File: src/hdl/irn_pkg.sv
`default_nettype none
// ----------------------------------------------------------------------------
// irn_pkg
// Shared types, symbol tables and the microprogram for the Roman numeral
// converter.
// ----------------------------------------------------------------------------
package irn_pkg;

  localparam int unsigned ValueW  = 12;
  localparam int unsigned CharW   = 7;
  localparam int unsigned SymW    = 4;
  localparam int unsigned MaxValue = 3999;

  typedef logic [ValueW-1:0] value_t;
  typedef logic [CharW-1:0]  char_t;
  typedef logic [SymW-1:0]   sym_t;
  typedef logic [1:0]        step_t;

  localparam step_t S_IDLE  = 2'd0;
  localparam step_t S_CHECK = 2'd1;
  localparam step_t S_SCAN  = 2'd2;
  localparam step_t S_ERR   = 2'd3;

  localparam char_t CH_NONE = 7'd0;

  typedef enum logic [1:0] {
    C_ALWAYS = 2'd0,
    C_IN     = 2'd1,
    C_BAD    = 2'd2,
    C_GE     = 2'd3
  } cond_t;

  typedef enum logic [2:0] {
    U_NOP  = 3'd0,
    U_LOAD = 3'd1,
    U_ADV  = 3'd2,
    U_EMIT = 3'd3,
    U_ERR  = 3'd4
  } uop_t;

  typedef struct packed {
    cond_t cond;
    uop_t  op_true;
    step_t jump_true;
    uop_t  op_false;
    step_t jump_false;
    logic  hold_busy;
    logic  ret_last;
  } ucw_t;

  // datapath -> sequencer
  typedef struct packed {
    logic in_valid;
    logic bad;
    logic ge;
    logic out_free;
    logic last_letter;
  } stat_t;

  // sequencer -> datapath
  typedef struct packed {
    uop_t op;
    logic idle;
  } ctl_t;

  function automatic ucw_t ucode(step_t s);
    ucw_t w;
    unique case (s)
      S_IDLE: begin
        w.cond = C_IN;     w.op_true = U_LOAD; w.jump_true = S_CHECK;
        w.op_false = U_NOP; w.jump_false = S_IDLE;
        w.hold_busy = 1'b0; w.ret_last = 1'b0;
      end
      S_CHECK: begin
        w.cond = C_BAD;    w.op_true = U_NOP;  w.jump_true = S_ERR;
        w.op_false = U_NOP; w.jump_false = S_SCAN;
        w.hold_busy = 1'b0; w.ret_last = 1'b0;
      end
      S_SCAN: begin
        w.cond = C_GE;     w.op_true = U_EMIT; w.jump_true = S_SCAN;
        w.op_false = U_ADV; w.jump_false = S_SCAN;
        w.hold_busy = 1'b1; w.ret_last = 1'b1;
      end
      S_ERR: begin
        w.cond = C_ALWAYS; w.op_true = U_ERR;  w.jump_true = S_IDLE;
        w.op_false = U_ERR; w.jump_false = S_IDLE;
        w.hold_busy = 1'b1; w.ret_last = 1'b0;
      end
      default: begin
        w.cond = C_ALWAYS; w.op_true = U_NOP;  w.jump_true = S_IDLE;
        w.op_false = U_NOP; w.jump_false = S_IDLE;
        w.hold_busy = 1'b0; w.ret_last = 1'b0;
      end
    endcase
    return w;
  endfunction

  function automatic value_t sym_weight(sym_t s);
    value_t v;
    unique case (s)
      4'd0:    v = 12'd1000;
      4'd1:    v = 12'd900;
      4'd2:    v = 12'd500;
      4'd3:    v = 12'd400;
      4'd4:    v = 12'd100;
      4'd5:    v = 12'd90;
      4'd6:    v = 12'd50;
      4'd7:    v = 12'd40;
      4'd8:    v = 12'd10;
      4'd9:    v = 12'd9;
      4'd10:   v = 12'd5;
      4'd11:   v = 12'd4;
      4'd12:   v = 12'd1;
      default: v = 12'd1;
    endcase
    return v;
  endfunction

  function automatic char_t sym_first(sym_t s);
    char_t c;
    unique case (s)
      4'd0:    c = 7'h4D; // M
      4'd1:    c = 7'h43; // C
      4'd2:    c = 7'h44; // D
      4'd3:    c = 7'h43; // C
      4'd4:    c = 7'h43; // C
      4'd5:    c = 7'h58; // X
      4'd6:    c = 7'h4C; // L
      4'd7:    c = 7'h58; // X
      4'd8:    c = 7'h58; // X
      4'd9:    c = 7'h49; // I
      4'd10:   c = 7'h56; // V
      4'd11:   c = 7'h49; // I
      4'd12:   c = 7'h49; // I
      default: c = 7'h49;
    endcase
    return c;
  endfunction

  function automatic char_t sym_second(sym_t s);
    char_t c;
    unique case (s)
      4'd1:    c = 7'h4D; // CM
      4'd3:    c = 7'h44; // CD
      4'd5:    c = 7'h43; // XC
      4'd7:    c = 7'h4C; // XL
      4'd9:    c = 7'h58; // IX
      4'd11:   c = 7'h56; // IV
      default: c = CH_NONE;
    endcase
    return c;
  endfunction

endpackage
`default_nettype wire

File: src/hdl/irn_useq.sv
`default_nettype none
// ----------------------------------------------------------------------------
// irn_useq
// Microcode sequencer: step counter, control store and conditional jumps.
// ----------------------------------------------------------------------------
module irn_useq (
  input  wire logic          clk,
  input  wire logic          rst_n,
  input  wire irn_pkg::stat_t stat,
  output irn_pkg::ctl_t      ctl
);
  import irn_pkg::*;

  step_t pc_r, pc_nxt;
  ucw_t  w;
  logic  c;
  uop_t  op_sel;
  step_t tgt;
  logic  is_emit;

  always_comb begin
    w = ucode(pc_r);
    unique case (w.cond)
      C_ALWAYS: c = 1'b1;
      C_IN:     c = stat.in_valid;
      C_BAD:    c = stat.bad;
      C_GE:     c = stat.ge;
      default:  c = 1'b0;
    endcase
    op_sel  = c ? w.op_true : w.op_false;
    tgt     = c ? w.jump_true : w.jump_false;
    is_emit = (op_sel == U_EMIT) || (op_sel == U_ERR);

    ctl.idle = (pc_r == S_IDLE);
    priority if (w.hold_busy && is_emit && !stat.out_free) begin
      ctl.op = U_NOP;
      pc_nxt = pc_r;
    end else if (w.ret_last && (op_sel == U_EMIT) && stat.last_letter) begin
      ctl.op = op_sel;
      pc_nxt = S_IDLE;
    end else begin
      ctl.op = op_sel;
      pc_nxt = tgt;
    end
  end

  always_ff @(posedge clk) begin
    if (!rst_n) begin
      pc_r <= S_IDLE;
    end else begin
      pc_r <= pc_nxt;
    end
  end

endmodule
`default_nettype wire

File: src/hdl/integer_to_roman.sv
`default_nettype none
// ----------------------------------------------------------------------------
// integer_to_roman
// Converts a binary integer to its Roman numeral, one ASCII letter per
// output transaction, with a last mark and a range error flag.
//
//   channel | direction | payload
//   in_     | input     | value[11:0]
//   out_    | output    | numeral_char[6:0], last, range_error
//
// One number at a time. The idle step loads the number, the check step tests
// its range, then the scan step emits one letter per cycle while the output
// is not stalled and skips symbols that do not fit (at most 12); a number
// gives up to 15 letters. Synchronous reset clears the step counter and the
// output valid. out_stall holds the sequencer on its emitting step.
// ----------------------------------------------------------------------------
module integer_to_roman (
  input  wire logic                  clk,
  input  wire logic                  rst_n,
  input  wire logic                  in_valid,
  output logic                       in_stall,
  input  wire irn_pkg::value_t       in_value,
  output logic                       out_valid,
  input  wire logic                  out_stall,
  output irn_pkg::char_t             out_numeral_char,
  output logic                       out_last,
  output logic                       out_range_error
);
  import irn_pkg::*;

  stat_t  stat;
  ctl_t   ctl;

  value_t rest_r, rest_nxt;
  sym_t   sym_r, sym_nxt;
  logic   half_r, half_nxt;
  logic   out_valid_r, out_valid_nxt;
  char_t  out_char_r, out_char_nxt;
  logic   out_last_r, out_last_nxt;
  logic   out_err_r, out_err_nxt;

  value_t w;
  char_t  ch_first, ch_second, ch;
  logic   fin;

  irn_useq u_seq (
    .clk   (clk),
    .rst_n (rst_n),
    .stat  (stat),
    .ctl   (ctl)
  );

  always_comb begin
    w         = sym_weight(sym_r);
    ch_first  = sym_first(sym_r);
    ch_second = sym_second(sym_r);
    ch        = half_r ? ch_second : ch_first;
    fin       = half_r || (ch_second == CH_NONE);

    stat.in_valid    = in_valid;
    stat.bad         = (rest_r == '0) || (rest_r > value_t'(MaxValue));
    stat.ge          = half_r || (rest_r >= w);
    stat.out_free    = !out_valid_r || !out_stall;
    stat.last_letter = fin && (rest_r == w);
  end

  always_comb begin
    rest_nxt      = rest_r;
    sym_nxt       = sym_r;
    half_nxt      = half_r;
    out_valid_nxt = out_valid_r && out_stall;
    out_char_nxt  = out_char_r;
    out_last_nxt  = out_last_r;
    out_err_nxt   = out_err_r;
    unique case (ctl.op)
      U_NOP: begin
      end
      U_LOAD: begin
        rest_nxt = in_value;
        sym_nxt  = '0;
        half_nxt = 1'b0;
      end
      U_ADV: begin
        sym_nxt = sym_r + sym_t'(1);
      end
      U_EMIT: begin
        out_valid_nxt = 1'b1;
        out_char_nxt  = ch;
        out_last_nxt  = stat.last_letter;
        out_err_nxt   = 1'b0;
        if (fin) begin
          rest_nxt = rest_r - w;
          half_nxt = 1'b0;
        end else begin
          half_nxt = 1'b1;
        end
      end
      U_ERR: begin
        out_valid_nxt = 1'b1;
        out_char_nxt  = CH_NONE;
        out_last_nxt  = 1'b1;
        out_err_nxt   = 1'b1;
      end
      default: begin
      end
    endcase
  end

  always_ff @(posedge clk) begin
    if (!rst_n) begin
      out_valid_r <= 1'b0;
    end else begin
      out_valid_r <= out_valid_nxt;
    end
  end

  always_ff @(posedge clk) begin
    rest_r     <= rest_nxt;
    sym_r      <= sym_nxt;
    half_r     <= half_nxt;
    out_char_r <= out_char_nxt;
    out_last_r <= out_last_nxt;
    out_err_r  <= out_err_nxt;
  end

  assign in_stall         = !ctl.idle;
  assign out_valid        = out_valid_r;
  assign out_numeral_char = out_char_r;
  assign out_last         = out_last_r;
  assign out_range_error  = out_err_r;

endmodule
`default_nettype wire

File: config.mk
export PLATFORM = sky130hd
export DESIGN_NAME = integer_to_roman
export DESIGN_NICKNAME = d
export VERILOG_FILES = /design/src/hdl/irn_pkg.sv /design/src/hdl/irn_useq.sv /design/src/hdl/integer_to_roman.sv
export SDC_FILE = /design/constraint.sdc
export NUM_CORES = 1
export LEC_CHECK = 0
export ABC_AREA = 1
export BUFFER_PORTS_ARGS = -buffer_cell sky130_fd_sc_hd__buf_2
export CAP_MARGIN = 10
export CORE_MARGIN = 5
export CORE_UTILIZATION = 59
export CTS_CLUSTER_DIAMETER = 60
export DETAILED_ROUTE_END_ITERATION = 10
export PLACE_DENSITY = 0.8
export SKIP_CTS_REPAIR_TIMING = 1
export SYNTH_ARGS = -nofsm -noshare
export SYNTH_HDL_FRONTEND = slang
export SYNTH_SLANG_ARGS = --single-unit
export TNS_END_PERCENT = 30
File: constraint.sdc
create_clock -name clk -period 3.9 [get_ports clk]
set_input_delay 0.78 -clock clk [delete_from_list [all_inputs] [get_ports clk]]
set_output_delay 0.78 -clock clk [all_outputs]
set_load 0.01 [all_outputs]
* Word level (Yosys, flattened, before mapping)
Memories as Yosys holds them, arrays and structs flattened. A register that Yosys moved wholly into a read port is not among the register bits.
Cells that the tools add are included.
** Word-level totals
- Memories kept :: 2
- Register bits after elaboration :: 29
- Output and inout port bits :: 11
- Word-level logic and storage cells :: 77
- ROM bits :: 240
** Memories
- (no name shown) :: depth 16, width 10, rd ports 1, clocked after memory_dff 1, write ports 0, RTL line irn_pkg.sv:100 : unique case (s)
- (no name shown) :: depth 16, width 5, rd ports 1, clocked after memory_dff 1, write ports 0, RTL line irn_pkg.sv:121 : unique case (s)
** Operators by class
- $add $sub $neg :: 2
- Mux-type cells :: 19
- Equality and inequality tests :: 20
- Magnitude comparators :: 2
- Reductions and logical operators :: 24
** Operators with widths (number)
- one-hot mux 14 bit (4 select lines) :: 1
- one-hot mux 7 bit (6 select lines) :: 1
- one-hot mux 12 bit (2 select lines) :: 1
- one-hot mux 7 bit (2 select lines) :: 1
- equality test 12 bit :: 1
- greater-or-equal comparator 12 bit :: 1
- greater-than comparator 12 bit (second input constant) :: 1
- logical NOT 12 bit :: 1
- 2-to-1 mux 12 bit :: 1
- subtractor 12 bit :: 1
- equality test 3 x 2 -> 1 bit (second input constant) :: 3
- equality test 2 bit (second input constant) :: 4
- equality test 4 x 3 -> 1 bit (second input constant) :: 2
- equality test 4 bit (second input constant) :: 2
- 2-to-1 mux 4 bit :: 2
- one-hot mux 4 bit (2 select lines) :: 1
- logical NOT 7 bit :: 1
- 2-to-1 mux 7 bit :: 1
- equality test 3 bit (second input constant) :: 2
- logical AND 1 bit :: 6
- 2-to-1 mux 3 bit :: 2
- one-hot mux 1 bit (2 select lines) :: 3
- nonzero test 2 bit :: 3
- logical OR 1 bit :: 5
- 13 further kinds :: 20

* Longest topological paths before layout
- Depth after elaboration :: 13
- Gate-level depth with buffers :: 22
- Mapped depth without buffers :: 22

* Hierarchy
From an unflattened synthesis, not the netlist that was laid out.
** Second synthesis, totals
- Cells, all modules :: 388
- Area, all modules :: 2986.6 µm²
** Modules (own cells, without submodules)
- integer_to_roman :: times used 1, cells an instance 337, area an instance 2650.0 µm², seq. area each 1051.0 µm²
- irn_useq :: times used 1, cells an instance 51, area an instance 336.6 µm², seq. area each 40.0 µm²

* Least setup slack after synthesis
OpenSTA, ideal clock, no wires.
- Kind :: register to register
- From :: reg rest_r[0]
- To :: reg rest_r[0] (enable)
- Slack :: 0.975 ns
- Data required time :: 3.527 ns
- Arrival time :: 2.552 ns
- Cell stages (with the launch flop) :: 18
- Library setup time :: 0.373 ns
- Cells stage by stage :: edfxtp_1 -> inv_1 -> ha_1 -> fa_1 -> inv_1 -> nand3_1 -> nand2_1 -> nand2_1 -> nand2_1 -> nand2_1 -> nand2_2 -> nand2_4 -> nand2_4 -> o21ai_2 -> nor3_2 -> nand2_2 -> buf_6 -> a21oi_2
** Between the ends
- Cells in the longest elaborated chain, start to end :: 12
- Elaborated cells on any way between the ends :: 18
- Classes of those cells :: 2 x order compare; 5 x eq/ne; 3 x mux; 8 x reduce/logical
** RTL lines
- start: declaration :: RTL line integer_to_roman.sv:34 : value_t rest_r, rest_nxt;
- start signal: assignment :: RTL line integer_to_roman.sv:118 : rest_r <= rest_nxt;
- greater-or-equal comparator 12 bit, or another cell as far along :: RTL line integer_to_roman.sv:62 : stat.ge = half_r || (rest_r >= w);
- logical OR 1 bit, on equally long branches :: RTL line integer_to_roman.sv:62, integer_to_roman.sv:61
- one-hot mux 1 bit (4 select lines) (*) :: RTL line irn_useq.sv:23 : unique case (w.cond)
- 2-to-1 mux 3 bit (*) :: RTL line irn_useq.sv:30 : op_sel = c ? w.op_true : w.op_false;
- equality test 3 x 2 -> 1 bit or equality test 3 bit (tied branches) :: RTL line irn_useq.sv:32 : is_emit = (op_sel == U_EMIT) || (op_sel == U_ERR);
- logical OR 1 bit :: RTL line irn_useq.sv:32
- logical AND 1 bit (2 in a row) :: RTL line irn_useq.sv:35 : priority if (w.hold_busy && is_emit && !stat.out_free) begin
- 2-to-1 mux 3 bit (*) :: RTL line irn_useq.sv:35
- equality test 3 x 2 -> 1 bit or equality test 3 x 1 -> 1 bit (tied branches) :: RTL line integer_to_roman.sv:75 : unique case (ctl.op)
- != test 2 bit (no line) or nonzero test 2 bit (tied branches)
- AND reduction 2 bit (no line) (*)
Every way passes the cells marked *; elsewhere a longest branch is shown, timed or not.
A chain may end at the register's enable or synchronous reset.

* Final worst setup path
- From :: reg rest_r[0]
- To :: reg rest_r[4] (enable)
The elaborated chain is that of the path after synthesis.

==> impl_metrics.env <==
export IMPL_global_route_overflow_total=0
export IMPL_cts_max_path_buffers=2
export IMPL_tightest_slew_ns=0.667
export IMPL_syn_nets=386
export IMPL_design_die_area_um2=6130
export IMPL_cp_data_arrival_time_ns=3.01
export IMPL_synth_flop_cell="sky130_fd_sc_hd__edfxtp_1"
export IMPL_worstHoldPathType="flip-flop to flip-flop"
export IMPL_grt_setup_unrepaired="false"
export IMPL_detail_route_wl_per_cell_um=12.5
export IMPL_maxSlewViolCount=0
export IMPL_fp_dieW_um=78.3
export IMPL_synth_ff_latch_count=42
export IMPL_syn_to_final_growth_pct=9.10
export IMPL_yosysWarningCount=0
export IMPL_finalInstanceArea_um2=3000
export IMPL_first_drt_iteration_drcs=118
export IMPL_initial_utilization_pct=61.9
export IMPL_htree_levels=2
export IMPL_timing_final_setup_violations=0
export IMPL_synth_enable_flop_cells=25
export IMPL_vias=2249
export IMPL_detail_route_drc_violations=0
export IMPL_hold_ws_ns=0.538
export IMPL_drv_max_cap_violation_count=0
export IMPL_finalHoldViolCount=0
export IMPL_tritoncts="built"
export IMPL_worst_clk_skew_ns=0.0143
export IMPL_clkTransAtPathRegs_ns=0.08
export IMPL_drt_vias_per_instance=5.25
export IMPL_post_route_cells_drive_above_1_share_pct=15.2
export IMPL_number_of_placement_rows=24
export IMPL_final_min_period_over_clock_period_pct=78.9
export IMPL_post_synth_top_count_cell="sky130_fd_sc_hd__nand2_1"
export IMPL_final_critical_delay_including_setup_and_external_delays_ns=3.08
export IMPL_timing_worst_setup_path_type="flip-flop to flip-flop"
export IMPL_insertion_delay_ns=0.29
export IMPL_hold_depth=2
export IMPL_post_dp_hpwl_um=4240
export IMPL_fin_setup_tns_ns=0
export IMPL_num_antenna_cells=0
export IMPL_largest_net_degree_at_the_start_of_global_routing=26
export IMPL_buffer_ports_inserted=25
export IMPL_path_max_fanout=12
export IMPL_synth_commonest_cells="sky130_fd_sc_hd__nand2_1 (88), sky130_fd_sc_hd__inv_1 (55), sky130_fd_sc_hd__nand3_1 (26)"
export IMPL_critical_path_endpoint_type="flip-flop"
export IMPL_wirelength_um=5340
export IMPL_category_of_the_worst_setup_path_launch_point="flip-flop"
export IMPL_ys_seq_area_share_pct=39.7
export IMPL_synth_top_area_cells="sky130_fd_sc_hd__edfxtp_1 (27%), sky130_fd_sc_hd__dfxtp_1 (12%), sky130_fd_sc_hd__nand2_1 (12%), sky130_fd_sc_hd__ha_1 (10%), sky130_fd_sc_hd__inv_1 (7.5%)"
export IMPL_top_level_ports=27
export IMPL_die_height_um=78.3
export IMPL_synth_top_area_share_pct=27.3
export IMPL_dpl_instance_area_um2=2910
export IMPL_final_nets=414
export IMPL_ys_async_sr_fraction_pct=0
export IMPL_worstPathRequired_ns=3.83
export IMPL_synth_top_cell_by_area="sky130_fd_sc_hd__edfxtp_1"
export IMPL_first_global_vias=2154
export IMPL_grt_first_pass_wirelength_um=9400
export IMPL_grt_total_usage_pct=18.9
export IMPL_timing_fmax_mhz=325
export IMPL_synth_distinct_cells=37
export IMPL_maxSlewHeadroom_pct=55.5
export IMPL_detail_route_antenna_nets=0
export IMPL_reg2regPathDepth=16
export IMPL_status="finished clean"
export IMPL_clock_tree_root="sky130_fd_sc_hd__clkbuf_8"
export IMPL_coreArea_um2=4440
export IMPL_numClockSinks=42
export IMPL_synthCells=347
export IMPL_initial_antenna_violation_count=0
export IMPL_drt_pre_antenna_iters=4
export IMPL_syn_area_per_cell_um2=7.93
export IMPL_syn_cell_area_um2=2750
export IMPL_number_of_buffers_created_by_cts=5
export IMPL_gp_routability_congestion=0.898
[per-layer routing]
| metal | vias to the layer above | global-route usage [%] | wire [µm] |
|---|---|---|---|
| li1 | 1177 | - | - |
| met1 | 1025 | 25.2 | 2560 |
| met2 | 40 | 32.3 | 2500 |
| met3 | 7 | 3.43 | 236 |
| met4 | 0 | 4.20 | 48 |
| met5 | - | 0 | 0 |
[layout make-up]
| class | count | area (µm²) |
|---|---|---|
| inverters | 57 | 214 |
| repair buffers | 26 | 133 |
| well taps | 52 | 65.1 |
| clock buffers | 7 | 86.3 |
| fillers | 392 | 1440 |
| multi-input cells | 243 | 1410 |
| flip-flops and latches | 42 | 1090 |
| clock inverters | 1 | 5.00 |
[worst paths after layout]
path | startpoint | endpoint | slack (ns)
worst max-delay path | rest_r[0] | rest_r[4] | 0.82
worst min-delay path | u_seq.pc_r[0] | u_seq.pc_r[0] | 0.54
worst max register to register | rest_r[0] | rest_r[4] | 0.82
worst min register to register | u_seq.pc_r[0] | u_seq.pc_r[0] | 0.54
[sequential cells by signal (all words and copies together), names as in the netlist]
signal            flops
rest_r               12
w                     9
out_numeral_char      6
ch_first              5
sym_r                 4
u_seq.pc_r            2
half_r                1
out_last              1
out_range_error       1
out_valid             1
[critical path, stage by stage, from the launching register on]
cell	delay [ns]
sky130_fd_sc_hd__edfxtp_1	0.36
sky130_fd_sc_hd__inv_1	0.05
sky130_fd_sc_hd__ha_1	0.23
sky130_fd_sc_hd__fa_1	0.41
sky130_fd_sc_hd__inv_1	0.07
sky130_fd_sc_hd__nand3_1	0.06
sky130_fd_sc_hd__nand2_1	0.13
sky130_fd_sc_hd__nand2_1	0.06
sky130_fd_sc_hd__nand2_1	0.11
sky130_fd_sc_hd__nand2_1	0.08
sky130_fd_sc_hd__nand2_2	0.08
sky130_fd_sc_hd__nand2_4	0.07
sky130_fd_sc_hd__nand2_4	0.09
sky130_fd_sc_hd__o21ai_2	0.08
sky130_fd_sc_hd__nor3_2	0.18
sky130_fd_sc_hd__nand2_2	0.12
sky130_fd_sc_hd__a21oi_2	0.55
[cells in the final DEF (no fill, tap or decap), types with 2 or more instances in the layout]
cell / n
sky130_fd_sc_hd__nand2_2: 8
sky130_fd_sc_hd__inv_2: 2
sky130_fd_sc_hd__nor3_2: 2
sky130_fd_sc_hd__edfxtp_1: 25
sky130_fd_sc_hd__inv_1: 55
sky130_fd_sc_hd__buf_2: 25
sky130_fd_sc_hd__a21oi_2: 2
sky130_fd_sc_hd__xor2_1: 7
sky130_fd_sc_hd__a21oi_1: 12
sky130_fd_sc_hd__ha_1: 22
sky130_fd_sc_hd__nor2_1: 24
sky130_fd_sc_hd__a31oi_1: 5
sky130_fd_sc_hd__nor2_2: 2
sky130_fd_sc_hd__dfxtp_1: 17
sky130_fd_sc_hd__nand3_1: 26
sky130_fd_sc_hd__o21ai_0: 11
sky130_fd_sc_hd__nor3_1: 3
sky130_fd_sc_hd__nand2_4: 3
sky130_fd_sc_hd__clkbuf_8: 6
sky130_fd_sc_hd__o21ai_2: 2
sky130_fd_sc_hd__nand2_1: 88
sky130_fd_sc_hd__o21ai_1: 11
sky130_fd_sc_hd__xnor2_1: 3
[stage by stage]
| step | worst slack, ns | std cells | util [%] |
|---|---|---|---|
| after floorplan | 0.975 | 347 | - |
| final | 0.823 | 428 | 67.5 |
| after global placement | 0.921 | 420 | 65.5 |
| after detailed placement | 0.824 | 420 | 65.5 |
| after global routing | 0.532 | 428 | 67.5 |
| after CTS | 0.812 | 428 | 67.5 |
[kinds of logic (layout without fill, tap and decap cells)]
| family | Yosys count | after routing | share of synthesized area [%] |
|---|---|---|---|
| buffers and inverters | 62 | 91 | 9.19 |
| XOR/XNOR | 10 | 10 | 3.18 |
| AND/OR/NAND/NOR | 161 | 161 | 27.0 |
| adder cells (fa/ha/maj) | 23 | 23 | 10.7 |
| AO/OA/AOI/OAI | 48 | 48 | 10.1 |
| other | 1 | 1 | 0.136 |
| flip-flops | 42 | 42 | 39.7 |
Power is not shown: default switching activity piles up to over one toggle a cycle in this logic, so the estimate is an artifact.
